`config.mk`:
```
export PLATFORM = sky130hd
export DESIGN_NAME = backslash_escape_decoder
export DESIGN_NICKNAME = d
export VERILOG_FILES = /design/src/sv/bed_pkg.sv /design/src/sv/backslash_escape_decoder.sv /design/src/sv/bed_decode.sv
export SDC_FILE = /design/constraint.sdc
export NUM_CORES = 1
export LEC_CHECK = 0
export ABC_AREA = 1
export BUFFER_PORTS_ARGS = -buffer_cell sky130_fd_sc_hd__buf_2
export CORE_MARGIN = 10
export CORE_UTILIZATION = 59
export DETAILED_ROUTE_END_ITERATION = 16
export PLACE_DENSITY = 0.84
export REMOVE_ABC_BUFFERS = 1
export SLEW_MARGIN = 20
export SYNTH_ARGS = -nofsm -noshare
export SYNTH_HDL_FRONTEND = slang
export SYNTH_SLANG_ARGS = --single-unit
```
`constraint.sdc`:
```
create_clock -name clk -period 4.2 [get_ports clk]
set_input_delay 0.21 -clock clk [delete_from_list [all_inputs] [get_ports clk]]
set_output_delay 0.21 -clock clk [all_outputs]
set_load 0.05 [all_outputs]
```
`src/sv/bed_pkg.sv`:
```
`timescale 1ns / 1ps

package bed_pkg;

  typedef struct packed {
    logic [7:0] char_in;
    logic       end_of_text;
  } in_t;

  typedef struct packed {
    logic [7:0] char_out;
    logic       final_out;
  } out_t;

  typedef enum logic [1:0] {
    MODE_PLAIN = 2'd0,
    MODE_ESC   = 2'd1,
    MODE_OCT   = 2'd2,
    MODE_HEX   = 2'd3
  } mode_t;

  localparam logic [7:0] CH_BSLASH = 8'h5C;
  localparam logic [7:0] CH_SQUOTE = 8'h27;
  localparam logic [7:0] CH_DQUOTE = 8'h22;
  localparam logic [7:0] CH_ZERO   = 8'h30;
  localparam logic [7:0] CH_SEVEN  = 8'h37;
  localparam logic [7:0] CH_NINE   = 8'h39;
  localparam logic [7:0] CH_LC_A   = 8'h61;
  localparam logic [7:0] CH_LC_F   = 8'h66;
  localparam logic [7:0] CH_UC_A   = 8'h41;
  localparam logic [7:0] CH_UC_F   = 8'h46;
  localparam logic [7:0] CH_LC_X   = 8'h78;
  localparam logic [7:0] CH_ESCAPE = 8'h1B;

  localparam logic [1:0] OCT_DIGITS = 2'd3;
  localparam logic [1:0] HEX_DIGITS = 2'd2;

  // decoder state carried between bytes
  typedef struct packed {
    mode_t      mode;
    logic [7:0] value;
    logic [1:0] count;
  } state_t;

  // what one request produces: up to two bytes and the next state
  typedef struct packed {
    logic [1:0] num;
    logic [7:0] byte0;
    logic [7:0] byte1;
    logic       last;
    state_t     nxt;
  } dec_t;

endpackage

```
`src/sv/backslash_escape_decoder.sv`:
```
`timescale 1ns / 1ps

// Channel  Signals                      Carries
// raw      raw_valid, raw_stall, raw    escaped byte plus end-of-text flag
// dec      dec_valid, dec_stall, dec    decoded byte plus final flag
//
// One request per cycle while raw_stall is low; the decode is combinational into a two-byte result buffer.
// A request that yields two bytes holds raw_stall high until the first
// of the two bytes has been taken from the buffer.
// dec_stall stalls raw only while a byte waits in the result buffer.
// rst (synchronous) returns the decoder to plain text and empties the buffer.

module backslash_escape_decoder (
  input  logic          clk,
  input  logic          rst,
  input  logic          raw_valid,
  output logic          raw_stall,
  input  bed_pkg::in_t  raw,
  output logic          dec_valid,
  input  logic          dec_stall,
  output bed_pkg::out_t dec
);

  bed_pkg::state_t state;
  bed_pkg::dec_t   res;
  bed_pkg::out_t   slot0;
  bed_pkg::out_t   slot1;
  logic            v0;
  logic            v1;
  logic            take;
  logic            drain;

  bed_decode u_decode (
    .cur (state),
    .raw (raw),
    .res (res)
  );

  assign raw_stall = v0 && (dec_stall || v1);
  assign take      = raw_valid && !raw_stall;
  assign drain     = v0 && !dec_stall;
  assign dec_valid = v0;
  assign dec       = slot0;

  always_ff @(posedge clk) begin
    if (rst) begin
      state <= '{mode: bed_pkg::MODE_PLAIN, value: 8'd0, count: 2'd0};
    end else if (take) begin
      state <= res.nxt;
    end
  end

  always_ff @(posedge clk) begin
    if (rst) begin
      v0 <= 1'b0;
      v1 <= 1'b0;
    end else if (take) begin
      v0 <= (res.num != 2'd0);
      v1 <= (res.num == 2'd2);
    end else if (drain) begin
      // advance the second byte
      v0 <= v1;
      v1 <= 1'b0;
    end
  end

  always_ff @(posedge clk) begin
    if (take) begin
      slot0.char_out  <= res.byte0;
      slot0.final_out <= res.last && (res.num == 2'd1);
      slot1.char_out  <= res.byte1;
      slot1.final_out <= res.last;
    end else if (drain) begin
      slot0 <= slot1;
    end
  end

endmodule

```
`src/sv/bed_decode.sv`:
```
`timescale 1ns / 1ps

module bed_decode (
  input  bed_pkg::state_t cur,
  input  bed_pkg::in_t    raw,
  output bed_pkg::dec_t   res
);

  logic [7:0] c;
  logic       is_oct;
  logic [3:0] hex_val;
  logic       is_hex;
  logic       known;
  logic [7:0] mapped;

  function automatic bed_pkg::dec_t push(bed_pkg::dec_t d, logic [7:0] v);
    bed_pkg::dec_t r;
    r = d;
    if (d.num == 2'd0) begin
      r.byte0 = v;
    end else begin
      r.byte1 = v;
    end
    r.num = d.num + 2'd1;
    return r;
  endfunction

  assign c      = raw.char_in;
  assign is_oct = (c >= bed_pkg::CH_ZERO) && (c <= bed_pkg::CH_SEVEN);

  always_comb begin
    is_hex  = 1'b1;
    hex_val = 4'd0;
    if ((c >= bed_pkg::CH_ZERO) && (c <= bed_pkg::CH_NINE)) begin
      hex_val = c[3:0];
    end else if (((c >= bed_pkg::CH_LC_A) && (c <= bed_pkg::CH_LC_F)) ||
                 ((c >= bed_pkg::CH_UC_A) && (c <= bed_pkg::CH_UC_F))) begin
      // letters a..f and A..F share their low three bits
      hex_val = 4'd9 + {1'b0, c[2:0]};
    end else begin
      is_hex = 1'b0;
    end
  end

  always_comb begin
    known  = 1'b1;
    mapped = c;
    case (c)
      8'h61:   mapped = 8'h07;             // a
      8'h62:   mapped = 8'h08;             // b
      8'h65:   mapped = bed_pkg::CH_ESCAPE; // e
      8'h66:   mapped = 8'h0C;             // f
      8'h6E:   mapped = 8'h0A;             // n
      8'h72:   mapped = 8'h0D;             // r
      8'h74:   mapped = 8'h09;             // t
      8'h76:   mapped = 8'h0B;             // v
      bed_pkg::CH_BSLASH, bed_pkg::CH_SQUOTE, bed_pkg::CH_DQUOTE: mapped = c;
      default: known = 1'b0;
    endcase
  end

  always_comb begin
    logic plain_after;
    res          = '0;
    res.nxt      = cur;
    res.last     = raw.end_of_text;
    plain_after  = 1'b0;

    unique case (cur.mode)
      bed_pkg::MODE_PLAIN: begin
        plain_after = 1'b1;
      end
      bed_pkg::MODE_ESC: begin
        if (known) begin
          res          = push(res, mapped);
          res.nxt.mode = bed_pkg::MODE_PLAIN;
        end else if (is_oct) begin
          res.nxt.mode  = bed_pkg::MODE_OCT;
          res.nxt.value = {5'd0, c[2:0]};
          res.nxt.count = 2'd1;
        end else if (c == bed_pkg::CH_LC_X) begin
          res.nxt.mode  = bed_pkg::MODE_HEX;
          res.nxt.value = 8'd0;
          res.nxt.count = 2'd0;
        end else begin
          // unknown escape: hand back the backslash, then the byte as text
          res          = push(res, bed_pkg::CH_BSLASH);
          res.nxt.mode = bed_pkg::MODE_PLAIN;
          plain_after  = 1'b1;
        end
      end
      bed_pkg::MODE_OCT: begin
        if (is_oct && (cur.count < bed_pkg::OCT_DIGITS)) begin
          res.nxt.value = {cur.value[4:0], c[2:0]};
          res.nxt.count = cur.count + 2'd1;
          if (res.nxt.count >= bed_pkg::OCT_DIGITS) begin
            res     = push(res, res.nxt.value);
            res.nxt = '{mode: bed_pkg::MODE_PLAIN, value: 8'd0, count: 2'd0};
          end
        end else begin
          res         = push(res, cur.value);
          res.nxt     = '{mode: bed_pkg::MODE_PLAIN, value: 8'd0, count: 2'd0};
          plain_after = 1'b1;
        end
      end
      bed_pkg::MODE_HEX: begin
        if (is_hex && (cur.count < bed_pkg::HEX_DIGITS)) begin
          res.nxt.value = {cur.value[3:0], hex_val};
          res.nxt.count = cur.count + 2'd1;
          if (res.nxt.count >= bed_pkg::HEX_DIGITS) begin
            res     = push(res, res.nxt.value);
            res.nxt = '{mode: bed_pkg::MODE_PLAIN, value: 8'd0, count: 2'd0};
          end
        end else begin
          res         = push(res, cur.value);
          res.nxt     = '{mode: bed_pkg::MODE_PLAIN, value: 8'd0, count: 2'd0};
          plain_after = 1'b1;
        end
      end
      default: begin
        res.nxt.mode = bed_pkg::MODE_PLAIN;
      end
    endcase

    if (plain_after) begin
      if (c == bed_pkg::CH_BSLASH) begin
        res.nxt.mode = bed_pkg::MODE_ESC;
      end else begin
        res = push(res, c);
      end
    end

    // flush whatever is pending at end of string
    if (raw.end_of_text) begin
      if (res.nxt.mode == bed_pkg::MODE_ESC) begin
        res = push(res, bed_pkg::CH_BSLASH);
      end else if ((res.nxt.mode == bed_pkg::MODE_OCT) ||
                   (res.nxt.mode == bed_pkg::MODE_HEX)) begin
        res = push(res, res.nxt.value);
      end
      res.nxt = '{mode: bed_pkg::MODE_PLAIN, value: 8'd0, count: 2'd0};
    end
  end

endmodule

```
==> results_tabular.tex <==
\begin{tabular}{lr}
\hline
Metric & Value \\
\hline
\multicolumn{2}{l}{\textbf{Route}} \\
\quad WL per Instance & 17.6 µm \\
\quad Final WL & 9030 µm \\
\quad Total number of vias & 3,127 \\
\quad Via-per-instance ratio & 6.11 \\
\quad DR iter-0 viols & 399 \\
\quad Drt pass-1 iters & 5 \\
\quad Residual DRC & 0 \\
\quad Antenna-violating nets left & 0 \\
\multicolumn{2}{l}{\textbf{Setup path}} \\
\quad Kind of start point of the critical path & primary input \\
\quad Critical register-to-register path endpoint & dec[3]\$\_DFFE\_PP\_ \\
\quad Setup slack, reg-to-reg & 1060 ps \\
\quad Worst reg2reg path startpoint & state[11]\$\_SDFFE\_PP0P\_ \\
\quad Required time at the worst-slack endpoint & 4230 ps \\
\quad Arrival time of data at the critical path endpoint & 3550 ps \\
\quad Crit end category & register \\
\quad Worst-path fanout max & 11 \\
\quad CP Class & primary input to register \\
\quad Worst R2R Path Depth & 16 \\
\multicolumn{2}{l}{\textbf{Global routing}} \\
\quad Antenna violations before repair & 0 \\
\quad Global-route total usage across every layer & 0.227 \\
\quad Overall overflow remaining after global route & 0 \\
\quad Via count of the first global-routing pass & 2,768 \\
\quad Global-route wire length before repair & 14,000 µm \\
\quad Maximum number of pins on one net before global-route repair & 23 \\
\multicolumn{2}{l}{\textbf{Yosys}} \\
\quad Largest area contributor in the synthesized netlist & sky130\_fd\_sc\_hd\_\_edfxtp\_1 \\
\quad Number of warnings issued by yosys & 0 \\
\quad Leading register cell type out of synthesis & sky130\_fd\_sc\_hd\_\_edfxtp\_1 \\
\quad Post-synthesis instance area & 2860 µm² \\
\quad Async S/R FF share, synth & 0 \\
\quad Largest cells by area after synthesis & sky130\_fd\_sc\_hd\_\_edfxtp\_1 19\%, sky130\_fd\_sc\_hd\_\_nand2\_1 14\%, sky130\_fd\_sc\_hd\_\_dfxtp\_1 9.8\% \\
\quad Proportion of synthesized chip area in sequential cells & 0.287 \\
\quad Mean instance size in the synthesized netlist & 6.80 µm² \\
\quad Library cells used by synthesis & 42 \\
\quad Synth top area share & 0.189 \\
\quad EDFF count, synth & 18 \\
\quad Count of mapped cells out of synthesis & 421 \\
\quad Number of flip-flops and latches in the synthesized netlist & 32 \\
\multicolumn{2}{l}{\textbf{Power and ir drop}} \\
\quad Sequential share of power & 0.486 \\
\quad Internal portion of total power & 0.499 mW \\
\quad Net Switching & 0.225 mW \\
\quad Worst supply voltage drop on vdd & 338 µV \\
\quad Power density over cell area & 233 nW/µm² \\
\quad Switching power share of the total & 0.311 \\
\quad Combinational share of power & 0.205 \\
\quad Power consumption & 0.723 mW \\
\quad P\_leak & 1.43 nW \\
\quad Clock group share of total power & 0.310 \\
\multicolumn{2}{l}{\textbf{Floorplanning}} \\
\quad Initial cell density of the core & 0.606 \\
\quad Number of rows created at floorplan & 25 \\
\quad Die boundary width & 89.7 µm \\
\quad Vertical die dimension & 89.7 µm \\
\quad Die Outline Area & 8040 µm² \\
\quad I/O Pins & 24 \\
\quad Core region area & 4720 µm² \\
\multicolumn{2}{l}{\textbf{Timing}} \\
\quad Accumulated negative setup slack & 0 ps \\
\quad Hold slack final & 266 ps \\
\quad Worst-Margin Slew & 754 ps \\
\quad RSZ-0062 raised after global routing & no \\
\quad Post-route minimum period & 3510 ps \\
\quad Max transition margin & 0.495 \\
\quad Number of max-slew violations in the final report & 0 \\
\quad Final number of setup-violating endpoints & 0 \\
\quad Setup skew after layout & 2.00 ps \\
\quad Final worst path period share & 0.837 \\
\quad Final setup slack of the worst path & 686 ps \\
\quad Max Freq & 285 MHz \\
\quad Count of final hold-check violations & 0 \\
\multicolumn{2}{l}{\textbf{Final layout}} \\
\quad Final instance count without filler cells & 512 \\
\quad Post-layout nets & 467 \\
\quad Number of antenna diodes & 0 \\
\quad Synthesis-to-layout area growth & 8.48\% \\
\quad Fraction of final layout cells with drive strength greater than 1 & 0.160 \\
\multicolumn{2}{l}{\textbf{Placed design}} \\
\quad Number of cells after detailed placement & 504 \\
\quad Placement-stage worst setup slack & 440 ps \\
\quad Half-perimeter wire length after detailed placement & 6960 µm \\
\quad Placer's final routability congestion estimate & 1.00 \\
\quad Port Buffer Count & 23 \\
\multicolumn{2}{l}{\textbf{CTS}} \\
\quad Bufs on Longest Clock Path & 2 \\
\quad Clock tree from TritonCTS & done \\
\quad Number of CTS-inserted buffers & 5 \\
\quad Cell at the root of the clock tree & sky130\_fd\_sc\_hd\_\_clkbuf\_8 \\
\quad Number of setup buffers added after CTS & 0 \\
\quad Maximum level of the CTS H-tree & 2 \\
\quad Clk sinks & 32 \\
\quad Clock edge transition at the registers on the reported setup and hold paths & 60 ps \\
\quad Skew-Pair Late Insertion Delay & 280 ps \\
\quad Count of hold-fix buffers inserted at cts & 0 \\
\quad Total of cells resized after clock tree synthesis & 0 \\
\multicolumn{2}{l}{\textbf{Flow run}} \\
\quad Reported max-cap violation count & 0 \\
\multicolumn{2}{l}{\textbf{Worst hold path}} \\
\quad Origin of the worst min-delay path & rst \\
\quad Sink of the worst hold path & state[7]\$\_SDFFE\_PP0P\_ \\
\quad Number of stages on the worst hold path & 2 \\
\quad Hold Path Class & primary input to register \\
\multicolumn{2}{l}{\textbf{Outcome}} \\
\quad Result of the run & completed \\
\hline
\end{tabular}
layout make-up:
class                           instances  area, µm²
Inverter                               55        208
Clock inverter                          1       5.00
Clock buffer                            7       76.3
Timing Repair Buffer                   26        138
Tap cell                               67       83.8
Multi-Input combinational cell        324       1780
Sequential cell                        32        821
Fill cell                             454       1620
stage by stage:
| step | utilization | instance area, µm² |
|---|---|---|
| floorplan | - | 2800 |
| CTS | 0.658 | 3110 |
| global route | 0.658 | 3110 |
| detailed placement | 0.641 | 3030 |
| finish | 0.658 | 3110 |
| global placement | 0.641 | 3030 |
worst max-delay path: stages:
cell and delay (ps):
sky130_fd_sc_hd__buf_2 170, sky130_fd_sc_hd__inv_1 190, sky130_fd_sc_hd__ha_1 300, sky130_fd_sc_hd__nor2_1 60, sky130_fd_sc_hd__nor2_1 80, sky130_fd_sc_hd__nand2_1 50, sky130_fd_sc_hd__nand2_1 120, sky130_fd_sc_hd__a21oi_1 70
sky130_fd_sc_hd__nand2_2 120, sky130_fd_sc_hd__nand2_1 260, sky130_fd_sc_hd__o21ai_4 240, sky130_fd_sc_hd__nand3_2 150, sky130_fd_sc_hd__ha_1 300, sky130_fd_sc_hd__inv_1 50, sky130_fd_sc_hd__nand2_1 60, sky130_fd_sc_hd__nand2_1 110
sky130_fd_sc_hd__ha_1 310, sky130_fd_sc_hd__inv_1 130, sky130_fd_sc_hd__nor3_4 260, sky130_fd_sc_hd__inv_2 90, sky130_fd_sc_hd__o21ai_1 130, sky130_fd_sc_hd__o21ai_1 90
routing by layer:
| layer | part of all wire | global-route usage | up-vias |
|---|---|---|---|
| li1 | - | - | 1480 |
| met5 | 0 | 0 | - |
| met2 | 0.46 | 0.369 | 202 |
| met4 | 0.021 | 0.0549 | 0 |
| met1 | 0.42 | 0.298 | 1423 |
| met3 | 0.098 | 0.0487 | 22 |
registers in the layout, indices dropped and copies added, names as in the netlist:
| register | flops |
|---|---|
| state | 12 |
| dec_valid | 1 |
| dec | 9 |
| v1 | 1 |
| slot1 | 9 |
Yosys cell counts, drive strengths merged, types with 7 or more instances:
cell type / n
nand2: 121
inv: 53
nand3: 37
o221ai: 7
edfxtp: 18
buf: 7
nor2: 35
o21ai: 39
ha: 10
nand4: 14
a21oi: 25
dfxtp: 14
how the worst max path moves through the flow:
stage | startpoint | end | slack [ps] | cells past startpoint
CTS | raw[1] | dec[3]$_DFFE_PP_ | 740 | 22
finish | raw[1] | dec[3]$_DFFE_PP_ | 690 | 22
floorplan | raw[1] | dec[3]$_DFFE_PP_ | 1100 | 21
global placement | raw[1] | dec[3]$_DFFE_PP_ | 600 | 21
global route | raw[1] | dec[3]$_DFFE_PP_ | 350 | 22
detailed placement | raw[1] | dec[3]$_DFFE_PP_ | 440 | 22
cell usage in the layout, fill, tap and decap left out, types with 7 or more instances in the layout:
| master | count |
|---|---|
| sky130_fd_sc_hd__a21oi_1 | 25 |
| sky130_fd_sc_hd__buf_2 | 23 |
| sky130_fd_sc_hd__dfxtp_1 | 14 |
| sky130_fd_sc_hd__edfxtp_1 | 18 |
| sky130_fd_sc_hd__ha_1 | 10 |
| sky130_fd_sc_hd__inv_1 | 46 |
| sky130_fd_sc_hd__inv_2 | 7 |
| sky130_fd_sc_hd__nand2_1 | 110 |
| sky130_fd_sc_hd__nand2_2 | 8 |
| sky130_fd_sc_hd__nand3_1 | 30 |
| sky130_fd_sc_hd__nand4_1 | 14 |
| sky130_fd_sc_hd__nor2_1 | 30 |
| sky130_fd_sc_hd__o21ai_0 | 24 |
| sky130_fd_sc_hd__o21ai_1 | 13 |
| sky130_fd_sc_hd__o221ai_1 | 7 |
power by group through the flow:
| stage | combinational (mW) | clock (mW) | sequential, mW |
|---|---|---|---|
| 2_1_floorplan | 0.0657 | 0 | 0.393 |
| 3_3_place_gp | 0.145 | 0 | 0.358 |
| 3_5_place_dp | 0.146 | 0 | 0.358 |
| 4_1_cts | 0.146 | 0.224 | 0.352 |
| 5_1_grt | 0.159 | 0.238 | 0.353 |
| 6_report | 0.148 | 0.224 | 0.351 |
kinds of logic after synthesis:
logic type      synth area share
buf+inv                   0.0935
fa+ha+maj                 0.0437
flops                      0.287
simple gates               0.377
compound gates             0.196
xor+xnor                 0.00306
No activity file was read; power rests on OpenSTA's default activity.
